[src/design/sdbc_pkg.sv]
// Shared constants and types for the swept disc versus box collision pipeline.
`timescale 1ns / 1ps

package sdbc_pkg;

  // Register stages inside each unit, from its input operands to its registered result.
  localparam int CORNER_LAT = 7;
  localparam int SEG_LAT    = 3;

  // Input capture, edge formation, corner unit and final combine.
  localparam int PIPE_LAT = 2 + CORNER_LAT + 1;

  // Side of one box corner relative to the segment's line.
  typedef struct packed {
    logic neg;
    logic pos;
  } sdbc_side_t;

  // Branch decisions of the corner distance test, carried down the pipeline.
  typedef struct packed {
    logic dot_le0;
    logic dot_ge;
    logic near_start;
    logic near_end;
  } sdbc_corner_flags_t;

endpackage

[src/design/sdbc_seg.sv]
// Segment versus axis-aligned box test, three register stages.
`timescale 1ns / 1ps

module sdbc_seg import sdbc_pkg::*; #(
  parameter int CB = 16
) (
  input  logic                 clk,
  input  logic signed [CB-1:0] x1,
  input  logic signed [CB-1:0] y1,
  input  logic signed [CB-1:0] x2,
  input  logic signed [CB-1:0] y2,
  input  logic signed [CB+1:0] lx,
  input  logic signed [CB+1:0] ly,
  input  logic signed [CB+1:0] hx,
  input  logic signed [CB+1:0] hy,
  output logic                 hit
);

  localparam int E = CB + 2;
  localparam int D = CB + 1;
  localparam int G = CB + 3;
  localparam int M = D + G;

  logic signed [E-1:0] ex1, ey1, ex2, ey2;
  logic                inside1, sep1;
  logic signed [D-1:0] dx1, dy1;
  logic signed [G-1:0] exl1, exh1, eyl1, eyh1;

  logic                inside2, sep2;
  logic signed [M-1:0] al2, ah2, bl2, bh2;

  sdbc_side_t side [4];
  logic       all_neg, all_pos;

  assign ex1 = E'(x1);
  assign ey1 = E'(y1);
  assign ex2 = E'(x2);
  assign ey2 = E'(y2);

  // Stage 1: endpoint containment, separating-axis reject and operand differences.
  always_ff @(posedge clk) begin
    inside1 <= (lx <= ex1 && ex1 <= hx && ly <= ey1 && ey1 <= hy) ||
               (lx <= ex2 && ex2 <= hx && ly <= ey2 && ey2 <= hy);
    sep1    <= (ex1 < lx && ex2 < lx) || (ex1 > hx && ex2 > hx) ||
               (ey1 < ly && ey2 < ly) || (ey1 > hy && ey2 > hy);
    dx1     <= D'(x2) - D'(x1);
    dy1     <= D'(y2) - D'(y1);
    exl1    <= G'(lx) - G'(x1);
    exh1    <= G'(hx) - G'(x1);
    eyl1    <= G'(ly) - G'(y1);
    eyh1    <= G'(hy) - G'(y1);
  end

  // Stage 2: the four cross products of the side-of-line test.
  always_ff @(posedge clk) begin
    inside2 <= inside1;
    sep2    <= sep1;
    al2     <= M'(dy1) * M'(exl1);
    ah2     <= M'(dy1) * M'(exh1);
    bl2     <= M'(dx1) * M'(eyl1);
    bh2     <= M'(dx1) * M'(eyh1);
  end

  // Corners in order: low-low, high-low, high-high, low-high.
  always_comb begin
    side[0].neg = al2 < bl2;
    side[0].pos = al2 > bl2;
    side[1].neg = ah2 < bl2;
    side[1].pos = ah2 > bl2;
    side[2].neg = ah2 < bh2;
    side[2].pos = ah2 > bh2;
    side[3].neg = al2 < bh2;
    side[3].pos = al2 > bh2;
    all_neg = side[0].neg & side[1].neg & side[2].neg & side[3].neg;
    all_pos = side[0].pos & side[1].pos & side[2].pos & side[3].pos;
  end

  // Stage 3: an endpoint inside, or no axis reject and not all corners strictly on one side.
  always_ff @(posedge clk) begin
    hit <= inside2 | (~sep2 & ~(all_neg | all_pos));
  end

endmodule

[config.mk]
export PLATFORM = sky130hd
export DESIGN_NAME = sdbc_seg
export DESIGN_NICKNAME = d
export VERILOG_FILES = /design/src/design/sdbc_pkg.sv /design/src/design/sdbc_seg.sv
export SDC_FILE = /design/constraint.sdc
export NUM_CORES = 2
export LEC_CHECK = 0
export BUFFER_PORTS_ARGS = -buffer_cell sky130_fd_sc_hd__buf_2
export CELL_PAD_IN_SITES_DETAIL_PLACEMENT = 1
export CELL_PAD_IN_SITES_GLOBAL_PLACEMENT = 1
export CORE_AREA = 2 2 400 402
export DETAILED_ROUTE_END_ITERATION = 7
export DIE_AREA = 0 0 402 404
export PLACE_DENSITY_LB_ADDON = 0.1
export SLEW_MARGIN = 20
export SYNTH_ARGS = -nofsm -noshare
export SYNTH_HDL_FRONTEND = slang
export SYNTH_SLANG_ARGS = --single-unit
[constraint.sdc]
create_clock -name clk -period 10.4 [get_ports clk]
set_input_delay 1.56 -clock clk [delete_from_list [all_inputs] [get_ports clk]]
set_output_delay 1.56 -clock clk [all_outputs]
set_load 0.005 [all_outputs]
Word level (Yosys, flattened, before mapping)
Index checks and enable logic that the tools add are counted.
{"block": "totals", "reg_bits": 259, "wordCells": 74, "output_inout_bits": 1}
{"block": "op_classes", "n_lt_le_gt_ge": 24, "mul": 4, "reduce_logical": 14, "add_sub_neg": 6, "bitwise_logic": 11}
{"op": "$gt 36x36->1", "n": 4}
{"op": "$lt 36x36->1", "n": 4}
{"op": "$mul 17x19->36", "n": 4}
{"op": "$sub 18x16->19", "n": 4}
{"op": "$gt 16x18->1", "n": 4}
{"op": "$le 16x18->1", "n": 4}
{"op": "$le 18x16->1", "n": 4}
{"op": "$lt 16x18->1", "n": 4}
{"op": "$sub 16x16->17", "n": 2}
{"op": "$logic_and 1x1->1", "n": 10}
{"op": "$and 1x1->1", "n": 7}
{"op": "$logic_or 1x1->1", "n": 4}
{"op": "$not 1->1", "n": 2}
{"op": "$or 1x1->1", "n": 2}

Longest topological paths before layout
{"block": "depth", "ltp_word": 8, "ltp_mapped": 26, "ltp_nobuf": 23}

Worst setup path before layout
No wires, ideal clock.
{"block": "synth_timing", "kind": "register -> register", "startpoint": "register dy1[2]", "endpoint": "register al2[32]", "required_ps": 10338, "stages_incl_launch_ff": 23, "setup_slack_ps": 4094, "synth_period_minus_slack_ps": 6306, "t_arrival_ps": 6244, "setup_time_ps": 62, "cell_sequence": "dfxtp_1 > clkbuf_1 > clkbuf_1 > nand2_1 > fa_1 > fa_1 > fa_1 > fa_1 > inv_1 > fa_1 > inv_1 > fa_1 > inv_1 > ha_1 > a21o_1 > a21o_1 > nand2_1 > a21oi_2 > or2_1 > a41o_1 > o41a_1 > or4_1 > nand3_1"}
{"block": "synth_between", "elab_chain_len": 1}
{"item": "start, declared", "line": "sdbc_seg.sv:26", "text": "logic signed [D-1:0] dx1, dy1;"}
{"item": "start signal, assigned", "line": "sdbc_seg.sv:47", "text": "dy1 <= D'(y2) - D'(y1);"}
{"item": "$mul 17x19->36", "line": "sdbc_seg.sv:58", "text": "al2 <= M'(dy1) * M'(exl1);"}
{"item": "end signal, assigned", "line": "sdbc_seg.sv:58"}
{"item": "end, declared", "line": "sdbc_seg.sv:30", "text": "logic signed [M-1:0] al2, ah2, bl2, bh2;"}
Every way passes these cells.

Final worst setup path
{"block": "layout_timing", "startpoint": "register dy1[4]", "endpoint": "register ah2[33]"}
{"block": "layout_between", "elab_chain_len": 1}
{"item": "$mul 17x19->36", "line": "sdbc_seg.sv:59", "text": "ah2 <= M'(dy1) * M'(exh1);"}
{"item": "end signal, assigned", "line": "sdbc_seg.sv:59"}
{"item": "end, declared", "line": "sdbc_seg.sv:30"}
Every way passes these cells.

==> results.yml <==
clocking:
  htree_levels: 2
  ctsResizeCount: 0
  numCtsBuffers: 42
  clockBufferDepth: 3
  clock-sinks: 259
  clock_latency_ns: 0.64
  root_buffer: "clkbuf_16"
  postCtsHoldBufs: 0
  cts_setup_buffers: 0
  cts.clk_slew.worst_paths_ns: 0.08
  cts_tree: "built"
setup_path:
  worst_ep_arrival_time_ns: 8.02
  r2r-start: "dy1[4]"
  critPathSlowestCell: "dfxtp_1"
  worst-setup-path-type: "reg -> reg"
  worstRegToRegCells: 21
  crit_cells: 21
  cp_top_family: "adder cells"
  cp_max_fo: 24
  slowest_delay_ns: 1.02
  crit_buf_inv: 4
  critPathCaptureType: "flip-flop"
  rrSetupSlack_ns: 2.94
  crit_top_cell: "fa_1"
  crit_end: "ah2[33]"
  crit_start: "dy1[4]"
  path_cells: "buf_4 -> nand2_1 -> fa_1 -> fa_1 -> fa_1 -> inv_1 -> fa_1 -> fa_1 -> inv_1 -> fa_1 -> inv_1 -> ha_1 -> or2_2 -> a2111oi_0 -> o31ai_1 -> a31oi_1 -> o21ai_1 -> a31oi_1 -> o21bai_1 -> a21oi_1 -> xnor2_1"
  cp.required_ns: 10.96
  r2r-end: "ah2[33]"
  start_kind: "flip-flop"
drt:
  via_count: 46300
  drt-total-wl_um: 189000
  drc: 0
  routedWlPerCell_um: 21.0
  viasPerCell: 5.14
  first_pass_iters: 5
  maxUsedRoutingLayer: "met5"
  wl_met2_um: 90800
  drtIter0Drc: 1965
  wl_met3_um: 5760
  postRouteAntennaNets: 0
  m1WireLength_um: 87200
final_layout:
  nFillCells: 18200
  seqCellArea_um2: 5190
  layout.nets: 9030
  multi_input_comb_area_um2: 51000
  stdcell_area_um2: 67300
  final_layout_size_suffix_gt1_share_pct: 4.37
  area_growth_pct: 7.07
sta:
  finalSetupViolCount: 0
  fmax_mhz: 134
  hold_viol_final: 0
  rsz0062_at_grt: "false"
  relSlewSlack_pct: 25.2
  final.setup.tns_ns: 0
  worstMarginPinSlew_ns: 1.11
  fin_crit_ns: 7.46
  fin_worst_skew_ns: 0.0519
  period_share_pct: 71.7
  slew_viol_final: 0
floorplan:
  die_area_um2: 162000
  die_h_um: 404
  start_util_pct: 39.8
  rows: 146
  dieWidth_um: 402
  core-area_um2: 158000
  io_pins: 138
synthesis:
  syn_nets: 9005
  synth_edf_count: 0
  ys.flop_type: "dfxtp_1"
  avgSynthCellArea_um2: 9.13
  ys_ff_latch: 259
  syn-cell-area_um2: 62800
  syn_inst: 6878
  yosysUniqueCellTypes: 73
  synthArstFlopShare_pct: 0
  ys_seq_area_share_pct: 8.25
  yosysWarnings: 0
flow_run:
  cap_violations: 0
grt:
  gr-total-overflow: 0
  grt_pass1_wl_um: 304000
  grt_max_degree: 39
  antenna_found_initial: 8
  grt_use_total_pct: 24.3
  grt_pass1_vias: 52900
place:
  post_dp_cell_area_um2: 65800
  gp_congestion: 0.878
  io_buffers: 137
  place_hpwl_um: 158000
run_status:
  outcome: "complete, no violations"
hold_path:
  worstHoldPathType: "reg -> reg"
  min_delay_path_depth: 0
[kinds of logic (layout without fill, tap and decap cells)]
family / after synthesis / in the layout / synth area share, %
other cells: 0 / 4 / 0
xor+xnor: 219 / 219 / 3.05
fa+ha+maj: 1990 / 1990 / 55.3
flops: 259 / 259 / 8.25
buf+inv: 1779 / 1836 / 10.6
mux: 3 / 3 / 0.0498
compound gates: 712 / 712 / 7.46
simple gates: 1916 / 1916 / 15.2
[per-stage QoR]
step / cells / utilization [%] / hold WS, ns / setup WS [ns]
detailed placement: 8931 / 41.7 / 0.315 / 3.00
global placement: 8931 / 41.7 / 0.317 / 3.06
floorplan: 6878 / - / 0.310 / 4.09
global route: 9007 / 42.6 / 0.343 / 2.41
finish: 9011 / 42.6 / 0.328 / 2.94
CTS: 9007 / 42.6 / 0.329 / 2.97
[worst register-to-register path: cells and delay by family, from the launching register on]
kind | cells | cell delay [ns]
AND/OR/NAND/NOR | 2 | 0.43
buffers and inverters | 4 | 0.53
adder cells (fa/ha/maj) | 7 | 3.18
AO/OA/AOI/OAI | 7 | 2.13
flip-flops | 1 | 1.02
XOR/XNOR | 1 | 0.13
[area by class of cell]
| cell class | instances | share of cell area, % |
|---|---|---|
| flip-flops and latches | 259 | 7.71 |
| multi-input cells | 4840 | 75.8 |
| inverters | 1557 | 8.69 |
| clock inverters | 21 | 0.430 |
| repair buffers | 203 | 1.76 |
| clock buffers | 55 | 1.77 |
| well taps | 2072 | 3.85 |
| diodes | 4 | 0.0149 |
[metal layers]
layer  vias up  global-route usage (%)
li1      21100                       -
met1     24300                    33.1
met2       712                    41.8
met3       181                    2.01
met4         4                    6.24
met5         -                       0
[cell usage in the layout, fill, tap and decap left out, drive strengths merged, types with 28 or more instances in the layout]
master and instances:
and2 652, nor2 216, nor3 58, o21ai 121, clkbuf 55, dfxtp 259
fa 1310, a21oi 205, nand4 66, inv 1561, nor2b 44, buf 203
nand2 702, ha 680, a21o 115, nand3 57, xnor2 176, nand2b 42
xor2 43, a211oi 28, o21a 41
[cells in the mapped netlist, types with 19 or more instances]
cell type | count | area share (%)
a21oi_1 | 204 | 1.6
inv_1 | 1557 | 9.3
nand3_1 | 57 | 0.45
nor3_1 | 58 | 0.46
o21a_1 | 41 | 0.49
nor2_1 | 216 | 1.3
fa_1 | 1310 | 42
a31oi_1 | 22 | 0.22
a21o_1 | 115 | 1.4
and3_1 | 25 | 0.25
ha_1 | 680 | 14
and2_1 | 652 | 6.5
nand4_1 | 66 | 0.66
a211oi_1 | 28 | 0.33
o211ai_1 | 19 | 0.23
xor2_1 | 43 | 0.60
dfxtp_1 | 259 | 8.3
xnor2_1 | 176 | 2.5
o21bai_1 | 25 | 0.30
clkbuf_1 | 222 | 1.3
or3_1 | 19 | 0.19
o21ai_0 | 120 | 0.96
nand2b_1 | 42 | 0.42
nand2_1 | 702 | 4.2
nor2b_1 | 43 | 0.43
[sequential cells by signal, indices dropped and copies added (netlist names), 19 cells and up]
signal,cells
ah2,36
al2,36
bh2,36
bl2,36
exh1,19
exl1,19
eyh1,19
eyl1,19
[how the worst min path moves through the flow]
stage,start,endpoint,slack (ns)
3_3_place_gp,sep1,sep2,0.32
4_1_cts,sep1,sep2,0.33
2_1_floorplan,inside1,inside2,0.31
3_5_place_dp,sep1,sep2,0.31
5_1_grt,sep1,sep2,0.34
6_report,sep1,sep2,0.33
Power is not shown: default switching activity piles up to over one toggle a cycle in this logic, so the estimate is an artifact.
